$ cat config.mk
export PLATFORM = sky130hd
export DESIGN_NAME = hex_field_formatter_core
export DESIGN_NICKNAME = d
export VERILOG_FILES = /design/src/hdl/hff_pkg.sv /design/src/hdl/hff_front.sv /design/src/hdl/hff_queue.sv /design/src/hdl/hff_back.sv /design/src/hdl/hex_field_formatter_core.sv
export SDC_FILE = /design/constraint.sdc
export NUM_CORES = 1
export LEC_CHECK = 0
export BUFFER_PORTS_ARGS = -buffer_cell sky130_fd_sc_hd__buf_2
export CAP_MARGIN = 20
export CORE_MARGIN = 2
export CORE_UTILIZATION = 45
export CTS_CLUSTER_SIZE = 8
export DETAILED_ROUTE_END_ITERATION = 7
export SLEW_MARGIN = 20
export SYNTH_ARGS = -nofsm -noshare
export SYNTH_HDL_FRONTEND = slang
export SYNTH_SLANG_ARGS = --single-unit
$ cat constraint.sdc
create_clock -name i_clk -period 8.3 [get_ports i_clk]
set_input_delay 0 -clock i_clk [delete_from_list [all_inputs] [get_ports i_clk]]
set_output_delay 0 -clock i_clk [all_outputs]
set_load 0.02 [all_outputs]
$ cat src/hdl/hff_pkg.sv
// ----------------------------------------------------------------------------
// hff_pkg: shared types and helpers for the hex field formatter
// Field limits, the descriptor that the front passes to the back, and the
// conversion of a nibble into an ASCII hex digit.
// ----------------------------------------------------------------------------
package hff_pkg;

    localparam int MAX_FIELD  = 64;
    localparam int FW         = 7;                      // width of a field count
    localparam int VW         = 32;                     // width of the value
    localparam int NIBBLES    = VW / 4;
    localparam int NDW        = $clog2(NIBBLES + 1);    // width of a digit count
    localparam int Q_DEPTH    = 4;
    localparam int QAW        = $clog2(Q_DEPTH);

    localparam logic [7:0] CHAR_ZERO  = 8'h30;          // '0'
    localparam logic [7:0] CHAR_SPACE = 8'h20;          // ' '
    localparam logic [7:0] CHAR_UA    = 8'h41;          // 'A'
    localparam logic [7:0] CHAR_LA    = 8'h61;          // 'a'

    // One classified request: the value left-aligned so that its most
    // significant digit sits in the top nibble, and the segment bounds.
    typedef struct packed {
        logic [VW-1:0] value;
        logic [FW-1:0] bound1;   // end of the first segment
        logic [FW-1:0] bound2;   // end of the second segment
        logic [FW-1:0] total;    // characters in the field, never zero once queued
        logic          pad_zero;
        logic          left;
        logic          upper;
    } t_desc;

    // Read side of the descriptor queue.
    typedef struct packed {
        logic  valid;
        t_desc desc;
    } t_q_head;

    function automatic logic [7:0] hex_ascii(input logic [3:0] nib, input logic upper);
        logic [7:0] base;
        base = upper ? CHAR_UA : CHAR_LA;
        if (nib < 4'd10) begin
            hex_ascii = CHAR_ZERO + {4'd0, nib};
        end else begin
            hex_ascii = base + {4'd0, nib} - 8'd10;
        end
    endfunction

endpackage

$ cat src/hdl/hff_front.sv
// ----------------------------------------------------------------------------
// hff_front: request classification
// Saturates the spec, counts the hex digits and works out the lengths of
// the pad, leading-zero and digit segments of the field.
// ----------------------------------------------------------------------------
module hff_front import hff_pkg::*; (
    input  logic [VW-1:0] i_value,
    input  logic [FW-1:0] i_field_width,
    input  logic [FW-1:0] i_precision,
    input  logic          i_has_dot,
    input  logic          i_zero_flag,
    input  logic          i_left_justify,
    input  logic          i_upper_case,
    output t_desc         o_desc,
    output logic          o_nonempty
);

    logic [FW-1:0]  width_sat;
    logic [FW-1:0]  prec_sat;
    logic [NDW-1:0] ndig;
    logic [NDW-1:0] top_nib;
    logic [FW-1:0]  ndig_w;
    logic [FW-1:0]  lead;
    logic [FW-1:0]  body;
    logic [FW-1:0]  pad;
    logic [5:0]     align;

    assign width_sat = (i_field_width > FW'(MAX_FIELD)) ? FW'(MAX_FIELD) : i_field_width;
    assign prec_sat  = (i_precision   > FW'(MAX_FIELD)) ? FW'(MAX_FIELD) : i_precision;

    // Position of the most significant non-zero nibble; a zero value still
    // has one digit.
    always_comb begin
        top_nib = NDW'(1);
        for (int k = 0; k < NIBBLES; k++) begin
            if (i_value[4*k +: 4] != 4'd0) begin
                top_nib = NDW'(k + 1);
            end
        end
    end

    assign ndig   = (i_value == '0 && i_has_dot && prec_sat == '0) ? '0 : top_nib;
    assign ndig_w = FW'(ndig);
    assign lead   = (prec_sat > ndig_w) ? prec_sat - ndig_w : '0;
    assign body   = lead + ndig_w;
    assign pad    = (width_sat > body) ? width_sat - body : '0;
    assign align  = {(NDW'(NIBBLES) - ndig), 2'b00};

    always_comb begin
        o_desc.value    = i_value << align;
        o_desc.total    = body + pad;
        o_desc.pad_zero = i_zero_flag && !i_has_dot && !i_left_justify;
        o_desc.left     = i_left_justify;
        o_desc.upper    = i_upper_case;
        if (i_left_justify) begin
            o_desc.bound1 = lead;
            o_desc.bound2 = body;
        end else begin
            o_desc.bound1 = pad;
            o_desc.bound2 = pad + lead;
        end
    end

    assign o_nonempty = (body + pad) != '0;

endmodule

$ cat src/hdl/hff_queue.sv
// ----------------------------------------------------------------------------
// hff_queue: descriptor queue between front and back
// A small first-word-fall-through queue held in flip-flops.
// ----------------------------------------------------------------------------
module hff_queue import hff_pkg::*; (
    input  logic    i_clk,
    input  logic    i_rst_n,
    input  logic    i_wr,
    input  t_desc   i_desc,
    input  logic    i_rd,
    output logic    o_full,
    output t_q_head o_head
);

    t_desc          r_mem [Q_DEPTH];
    logic [QAW-1:0] r_wptr, n_wptr;
    logic [QAW-1:0] r_rptr, n_rptr;
    logic [QAW:0]   r_count, n_count;
    logic           do_wr;
    logic           do_rd;

    assign o_full = (r_count == (QAW+1)'(Q_DEPTH));
    assign do_wr  = i_wr && !o_full;
    assign do_rd  = i_rd && (r_count != '0);
    // The head is the valid flag followed by the oldest descriptor.
    assign o_head = {(r_count != '0), r_mem[r_rptr]};

    always_comb begin
        n_wptr  = do_wr ? r_wptr + 1'b1 : r_wptr;
        n_rptr  = do_rd ? r_rptr + 1'b1 : r_rptr;
        n_count = r_count + (QAW+1)'(do_wr) - (QAW+1)'(do_rd);
    end

    always_ff @(posedge i_clk) begin
        if (!i_rst_n) begin
            r_wptr  <= '0;
            r_rptr  <= '0;
            r_count <= '0;
        end else begin
            r_wptr  <= n_wptr;
            r_rptr  <= n_rptr;
            r_count <= n_count;
        end
    end

    always_ff @(posedge i_clk) begin
        if (do_wr) begin
            r_mem[r_wptr] <= i_desc;
        end
    end

`ifndef SYNTH
    a_count_bound: assert property (@(posedge i_clk) disable iff (!i_rst_n)
        r_count <= (QAW+1)'(Q_DEPTH))
        else $error("descriptor queue count beyond depth");
    a_ptr_gap: assert property (@(posedge i_clk) disable iff (!i_rst_n)
        (r_count == '0 || r_count == (QAW+1)'(Q_DEPTH)) |-> r_wptr == r_rptr)
        else $error("queue pointers disagree with count");
    a_rd_nonempty: assert property (@(posedge i_clk) disable iff (!i_rst_n)
        (i_rd && !o_head.valid) |=> r_count == $past(r_count) + (QAW+1)'($past(do_wr)))
        else $error("read from an empty queue changed the count");
`endif

endmodule

$ cat src/hdl/hff_back.sv
// ----------------------------------------------------------------------------
// hff_back: character sequencer
// Walks one descriptor a character at a time into a single output register.
// ----------------------------------------------------------------------------
module hff_back import hff_pkg::*; (
    input  logic          i_clk,
    input  logic          i_rst_n,
    input  t_q_head       i_head,
    output logic          o_q_rd,
    input  logic          i_pop,
    output logic          o_empty,
    output logic [7:0]    o_out_char,
    output logic          o_last,
    output logic [FW-1:0] o_char_count
);

    t_desc         r_desc, n_desc;
    logic [VW-1:0] r_val, n_val;
    logic [FW-1:0] r_pos, n_pos;
    logic          r_busy, n_busy;
    logic          r_out_valid, n_out_valid;
    logic [7:0]    r_char, n_char;
    logic          r_last, n_last;
    logic [FW-1:0] r_count, n_count;

    logic          out_free;
    logic          emit;
    logic          is_last;
    logic          in_first;
    logic          in_second;
    logic          is_digit;
    logic [7:0]    pad_char;
    logic [7:0]    cur_char;
    logic          load;

    assign out_free  = !r_out_valid || i_pop;
    assign emit      = r_busy && out_free;
    assign is_last   = (r_pos + 1'b1) == r_desc.total;
    assign in_first  = r_pos < r_desc.bound1;
    assign in_second = r_pos < r_desc.bound2;
    assign pad_char  = r_desc.pad_zero ? CHAR_ZERO : CHAR_SPACE;
    assign load      = i_head.valid && (!r_busy || (emit && is_last));
    assign o_q_rd    = load;

    // Segment order is pad, zeros, digits; or zeros, digits, pad when left
    // justified.
    always_comb begin
        is_digit = 1'b0;
        if (r_desc.left) begin
            if (in_first) begin
                cur_char = CHAR_ZERO;
            end else if (in_second) begin
                cur_char = hex_ascii(r_val[VW-1 -: 4], r_desc.upper);
                is_digit = 1'b1;
            end else begin
                cur_char = pad_char;
            end
        end else begin
            if (in_first) begin
                cur_char = pad_char;
            end else if (in_second) begin
                cur_char = CHAR_ZERO;
            end else begin
                cur_char = hex_ascii(r_val[VW-1 -: 4], r_desc.upper);
                is_digit = 1'b1;
            end
        end
    end

    always_comb begin
        n_desc      = r_desc;
        n_val       = r_val;
        n_pos       = r_pos;
        n_busy      = r_busy;
        n_out_valid = r_out_valid;
        n_char      = r_char;
        n_last      = r_last;
        n_count     = r_count;
        if (load) begin
            n_desc = i_head.desc;
            n_val  = i_head.desc.value;
            n_pos  = '0;
            n_busy = 1'b1;
        end else if (emit && is_last) begin
            n_busy = 1'b0;
        end else if (emit) begin
            n_pos = r_pos + 1'b1;
            if (is_digit) begin
                n_val = r_val << 4;
            end
        end
        if (emit) begin
            n_out_valid = 1'b1;
            n_char      = cur_char;
            n_last      = is_last;
            n_count     = is_last ? r_desc.total : '0;
        end else if (i_pop) begin
            n_out_valid = 1'b0;
        end
    end

    always_ff @(posedge i_clk) begin
        if (!i_rst_n) begin
            r_busy      <= 1'b0;
            r_out_valid <= 1'b0;
        end else begin
            r_busy      <= n_busy;
            r_out_valid <= n_out_valid;
        end
        r_desc  <= n_desc;
        r_val   <= n_val;
        r_pos   <= n_pos;
        r_char  <= n_char;
        r_last  <= n_last;
        r_count <= n_count;
    end

    assign o_empty      = !r_out_valid;
    assign o_out_char   = r_char;
    assign o_last       = r_last;
    assign o_char_count = r_count;

`ifndef SYNTH
    a_pos_in_field: assert property (@(posedge i_clk) disable iff (!i_rst_n)
        r_busy |-> r_pos < r_desc.total)
        else $error("character position beyond field length");
    a_count_on_last: assert property (@(posedge i_clk) disable iff (!i_rst_n)
        (r_out_valid && r_last) |-> r_count != '0)
        else $error("final character without a count");
    a_count_elsewhere: assert property (@(posedge i_clk) disable iff (!i_rst_n)
        (r_out_valid && !r_last) |-> r_count == '0)
        else $error("count on a character that is not the final one");
`endif

endmodule

$ cat src/hdl/hex_field_formatter_core.sv
// ----------------------------------------------------------------------------
// hex_field_formatter_core: printf-style hex field formatter
// Turns a value and a conversion spec into a stream of ASCII characters.
// ----------------------------------------------------------------------------
// Each request carries a 32-bit value and a spec (width, precision, dot, zero
// flag, left justify, upper case); the block returns the field one character
// per result, the final one marked by o_last with the field length on
// o_char_count. Characters leave at one per clock cycle while pop is held
// high; a field holds 1 to 64 characters. This rate is set by the character
// sequencer, which produces one character per cycle into a single output
// register whenever that register is empty or popped. Consecutive requests
// follow each other without a gap, as the next descriptor is loaded on the
// cycle that issues the previous final character; from an idle block the
// first character appears after the queue and the sequencer's descriptor and
// output registers. A request whose field is empty is accepted and produces
// no result. Up to four classified requests wait in a queue between the
// classifier and the sequencer, so full rises only when that queue is full.
// There is no configuration and no state across requests beyond the queue.
module hex_field_formatter_core import hff_pkg::*; (
    input  logic          i_clk,
    input  logic          i_rst_n,
    input  logic          push,
    output logic          full,
    input  logic [VW-1:0] i_value,
    input  logic [FW-1:0] i_field_width,
    input  logic [FW-1:0] i_precision,
    input  logic          i_has_dot,
    input  logic          i_zero_flag,
    input  logic          i_left_justify,
    input  logic          i_upper_case,
    output logic          empty,
    input  logic          pop,
    output logic [7:0]    o_out_char,
    output logic          o_last,
    output logic [FW-1:0] o_char_count
);

    t_desc   front_desc;
    logic    front_nonempty;
    logic    q_full;
    t_q_head q_head;
    logic    q_rd;

    // The classifier is combinational: a request is written to the queue in
    // the cycle it is accepted, unless its field turns out to be empty.
    hff_front u_front (
        .i_value        (i_value),
        .i_field_width  (i_field_width),
        .i_precision    (i_precision),
        .i_has_dot      (i_has_dot),
        .i_zero_flag    (i_zero_flag),
        .i_left_justify (i_left_justify),
        .i_upper_case   (i_upper_case),
        .o_desc         (front_desc),
        .o_nonempty     (front_nonempty)
    );

    hff_queue u_queue (
        .i_clk   (i_clk),
        .i_rst_n (i_rst_n),
        .i_wr    (push && front_nonempty),
        .i_desc  (front_desc),
        .i_rd    (q_rd),
        .o_full  (q_full),
        .o_head  (q_head)
    );

    // The sequencer drains the queue and drives the result ports directly
    // from its output register.
    hff_back u_back (
        .i_clk        (i_clk),
        .i_rst_n      (i_rst_n),
        .i_head       (q_head),
        .o_q_rd       (q_rd),
        .i_pop        (pop),
        .o_empty      (empty),
        .o_out_char   (o_out_char),
        .o_last       (o_last),
        .o_char_count (o_char_count)
    );

    assign full = q_full;

endmodule

==> metrics.txt <==
# TYPE chip_impl_metric gauge
chip_impl_info{name="status",value="complete, no violations"} 1
chip_impl_metric{name="initial_utilization",unit=""} 0.4545
chip_impl_metric{name="clk_path_buf_depth",unit=""} 3
chip_impl_metric{name="grt_max_degree",unit=""} 57
chip_impl_info{name="worstSetupPathType",value="in -> reg"} 1
chip_impl_info{name="postSynth.topFlopCell",value="edfxtp_1"} 1
chip_impl_metric{name="finalHoldViolations",unit=""} 0
chip_impl_metric{name="netSwitchingFraction",unit=""} 0.2880
chip_impl_metric{name="num_io_pins",unit=""} 72
chip_impl_info{name="cts_tree",value="built"} 1
chip_impl_metric{name="pwr-share-seq",unit=""} 0.432
chip_impl_metric{name="antenna_found_initial",unit=""} 0
chip_impl_metric{name="layout-drive-gt1-share",unit=""} 0.2484
chip_impl_metric{name="finalMaxSlewViolations",unit=""} 0
chip_impl_metric{name="synth.ff_latch_count",unit=""} 313
chip_impl_metric{name="comb_power_share",unit=""} 0.279
chip_impl_info{name="min_path_type",value="in -> reg"} 1
chip_impl_metric{name="viasPerCell",unit=""} 5.358
chip_impl_metric{name="layout-area-overhead-vs-synth",unit="%"} 16.98
chip_impl_metric{name="path_max_fanout",unit=""} 5
chip_impl_metric{name="power.density_cell_area",unit="nW/um2"} 327.0
chip_impl_info{name="crit-reg2reg-launch",value="u_back.r_pos[0]$_SDFFE_PP0P_"} 1
chip_impl_metric{name="cts_sinks",unit=""} 313
chip_impl_metric{name="dr.pass1.iters",unit=""} 5
chip_impl_metric{name="route.vias.total",unit=""} 8407
chip_impl_metric{name="floorplan.die_area",unit="um2"} 34150
chip_impl_metric{name="number_of_cell_rows",unit=""} 66
chip_impl_metric{name="clkPwrFrac",unit=""} 0.290
chip_impl_info{name="crit-reg2reg-capture",value="u_back.r_val[19]$_DFFE_PP_"} 1
chip_impl_metric{name="syn_nets",unit=""} 1098
chip_impl_info{name="worst_path_max_delay_cell",value="or4_1"} 1
chip_impl_metric{name="seq_area_frac_synth",unit=""} 0.6266
chip_impl_info{name="hold_path_startpoint",value="i_value[4]"} 1
chip_impl_metric{name="first_global_vias",unit=""} 8709
chip_impl_metric{name="synth_largest_type_area_fraction",unit=""} 0.6021
chip_impl_metric{name="fin_tns_setup",unit="ns"} 0
chip_impl_info{name="setup.worst_path.end_class",value="flip-flop"} 1
chip_impl_info{name="yosys.area.top_type",value="edfxtp_1"} 1
chip_impl_metric{name="post_synth_instance_area",unit="um2"} 14710
chip_impl_metric{name="critical_path_required",unit="ns"} 8.73
chip_impl_metric{name="edff_count_synth",unit=""} 295
chip_impl_metric{name="skew",unit="ns"} 0.02520
chip_impl_metric{name="max-vdd-ir-drop",unit="mV"} 0.1815
chip_impl_metric{name="finalCriticalPeriod",unit="ns"} 7.913
chip_impl_metric{name="die_width",unit="um"} 184.8
chip_impl_info{name="min_to",value="u_queue.r_mem[0][28]$_DFFE_PP_"} 1
chip_impl_metric{name="worst_slew_pin_slew",unit="ns"} 0.9487
chip_impl_info{name="crit_path_start_kind",value="input port"} 1
chip_impl_metric{name="chipHeight",unit="um"} 184.8
chip_impl_metric{name="setup_violations",unit=""} 0
chip_impl_metric{name="synth_cell_types",unit=""} 68
chip_impl_metric{name="critical_path_arrival",unit="ns"} 8.34
chip_impl_metric{name="wirelength_per_cell",unit="um"} 19.22
chip_impl_metric{name="worstSkewPairLatency",unit="ns"} 0.54
chip_impl_metric{name="leakage_power_of_the_design",unit="nW"} 6.221
chip_impl_metric{name="post_route_ant_nets",unit=""} 0
chip_impl_metric{name="post_synth_inst_count",unit=""} 992
chip_impl_metric{name="relSlewSlack",unit=""} 0.3676
chip_impl_metric{name="remaining_drc_errors",unit=""} 0
chip_impl_metric{name="achievable-frequency",unit="MHz"} 126.4
chip_impl_metric{name="r2r_slack",unit="ns"} 3.58
chip_impl_metric{name="async_reset_ff_frac",unit=""} 0
chip_impl_metric{name="place_congestion",unit=""} 0.8830
chip_impl_metric{name="synth_warnings",unit=""} 0
chip_impl_metric{name="grt_use_total",unit=""} 0.1834
chip_impl_metric{name="clk_pin_slew",unit="ns"} 0.05
chip_impl_metric{name="grt-ovfl-total",unit=""} 0
chip_impl_metric{name="critical-path-max-stage-delay",unit="ns"} 0.57
chip_impl_info{name="post-synth-top-count-cell",value="edfxtp_1"} 1
chip_impl_metric{name="insertedDiodeCount",unit=""} 0
chip_impl_metric{name="rr_worst_depth",unit=""} 10
chip_impl_metric{name="place_hpwl",unit="um"} 19950
chip_impl_metric{name="first_pass_grt_wire_length",unit="um"} 48150
chip_impl_info{name="netlist_top_cells_count",value="edfxtp_1 (295), nand2_1 (90), mux4_2 (56)"} 1
chip_impl_metric{name="cts_inserted_buffers",unit=""} 45
chip_impl_metric{name="fin_hold_ws",unit="ns"} 0.05193
chip_impl_metric{name="switching_power",unit="W"} 0.001621
chip_impl_metric{name="worst_hold_path.num_cells",unit=""} 3
chip_impl_metric{name="design.final.nets",unit=""} 1221
chip_impl_metric{name="intPower",unit="W"} 0.004007
chip_impl_metric{name="finalWirelength",unit="um"} 30150
chip_impl_metric{name="finalCritPeriodShare",unit=""} 0.9533
chip_impl_info{name="timing.critical_path.mode_cell",value="ha_1"} 1
chip_impl_metric{name="postSynthAreaPerCell",unit="um2"} 14.83
chip_impl_info{name="clock-root-buffer",value="clkbuf_16"} 1
chip_impl_metric{name="cts_max_level",unit=""} 2
chip_impl_info{name="ys_top_cells_by_area",value="edfxtp_1 (60%), mux4_2 (8.6%), ha_1 (3.9%), dfxtp_1 (2.4%), mux2_2 (2.4%)"} 1
chip_impl_metric{name="dr.first_iter.drc_count",unit=""} 476
chip_impl_metric{name="core",unit="um2"} 32370
chip_impl_metric{name="placement.io_buffers",unit=""} 70
chip_impl_metric{name="cap_viol_max_count",unit=""} 0
[state kept, by name, summed over array words and instances (netlist names), 2 cells and up, named ones only]
name,cells
u_back.r_val,32
u_back.o_out_char,7
u_queue.r_rptr,2
u_queue.r_mem,224
u_queue.r_wptr,2
u_back.r_pos,7
u_queue.r_count,3
u_back.o_char_count,7
u_back.r_desc,24
[power by group through the flow]
stage	Combinational, W	Clock, W	Sequential, W
global placement	0.00153	0	0.00245
detailed placement	0.00155	0	0.00246
finish	0.00157	0.00163	0.00243
global route	0.00173	0.00174	0.00247
floorplan	0.00115	0	0.00240
CTS	0.00156	0.00167	0.00244
[repair_timing]
action,in CTS,in global routing
endpoints found under the hold margin,40,0
buffers inserted,0,4
endpoints found under the setup margin,0,226
gates resized for setup,0,14
hold buffers,11,0
[through the flow]
| step | setup WS [ns] | instances | utilization | total power, W | instance area (um2) |
|---|---|---|---|---|---|
| final | 0.3874 | 1569 | 0.5317 | 0.005628 | 17210 |
| after global routing | -0.01687 | 1569 | 0.5317 | 0.005946 | 17210 |
| after CTS | 0.01934 | 1565 | 0.5290 | 0.005667 | 17130 |
| after detailed placement | -0.1884 | 1495 | 0.4867 | 0.004014 | 15750 |
| after global placement | 0.01189 | 1495 | 0.4867 | 0.003980 | 15750 |
| after floorplan | 0.02469 | 992 | - | 0.003546 | 14720 |
[area by class of cell]
| class | instances | area (um2) |
|---|---|---|
| fill | 2712 | 15160 |
| sequential | 313 | 9224 |
| multi-input combinational | 591 | 5219 |
| clock buffer | 54 | 1160 |
| timing repair buffer | 116 | 773.2 |
| tap | 442 | 553.0 |
| inverter | 48 | 180.2 |
| clock inverter | 5 | 101.3 |
[worst max path at each step]
| stage | slack (ns) | cells past startpoint | startpoint | end |
|---|---|---|---|---|
| 2_1_floorplan | 0.02 | 39 | i_value[13] | u_queue.r_count[2]$_SDFF_PN0_ |
| 3_3_place_gp | 0.01 | 31 | i_value[25] | u_queue.r_mem[1][26]$_DFFE_PP_ |
| 3_5_place_dp | -0.19 | 34 | i_value[21] | u_queue.r_mem[1][26]$_DFFE_PP_ |
| 4_1_cts | 0.02 | 35 | i_value[3] | u_queue.r_mem[2][50]$_DFFE_PP_ |
| 5_1_grt | -0.02 | 36 | i_value[3] | u_queue.r_count[2]$_SDFF_PN0_ |
| 6_report | 0.39 | 36 | i_value[3] | u_queue.r_count[2]$_SDFF_PN0_ |
[worst max-delay path, delay by kind of cell]
kind	cells	cell delay, ns
AND/OR/NAND/NOR	11	2.65
AO/OA/AOI/OAI	11	2.30
adder cells (fa/ha/maj)	6	1.95
buffers and inverters	4	0.87
XOR/XNOR	4	0.55
[cell families (layout without fill, tap and decap cells)]
family	Yosys count	after routing	share of synthesized area
xor gates and xnor gates	47	47	0.02849
and+or+nand+nor	248	248	0.08607
buffers and inverters	88	223	0.02330
AOI/OAI and AO/OA	130	130	0.06081
adders and majority gates	52	52	0.04729
DFF	313	313	0.6266
muxes	113	113	0.1271
other	1	1	0.0002549
[cell usage in the layout (no fill, tap or decap), types with 9 or more instances in the layout]
cell | synthesis | routed
edfxtp_1 | 295 | 295
nand2_1 | 90 | 90
buf_2 | 1 | 70
mux4_2 | 56 | 56
inv_1 | 47 | 47
nor2_1 | 48 | 46
ha_1 | 46 | 46
clkbuf_16 | 0 | 45
mux2_2 | 31 | 31
buf_4 | 1 | 31
a21oi_1 | 31 | 30
xnor2_1 | 32 | 29
mux2i_1 | 26 | 26
o21ai_0 | 26 | 26
and2_1 | 25 | 21
nor2b_1 | 19 | 19
a21o_1 | 17 | 17
dfxtp_1 | 18 | 16
xor2_1 | 14 | 14
dlygate4sd3_1 | 0 | 11
nor3_1 | 10 | 10
clkbuf_1 | 30 | 9
[routing by layer]
metal  up-vias  GRT usage  routed length, um
met5         -          0                  0
met4         0    0.05016                619
met3        41    0.02536               1386
met2       213     0.2900              13780
met1      4151     0.2680              14360
li1       4002          -                  -
Power figures use the tool's default switching activity.
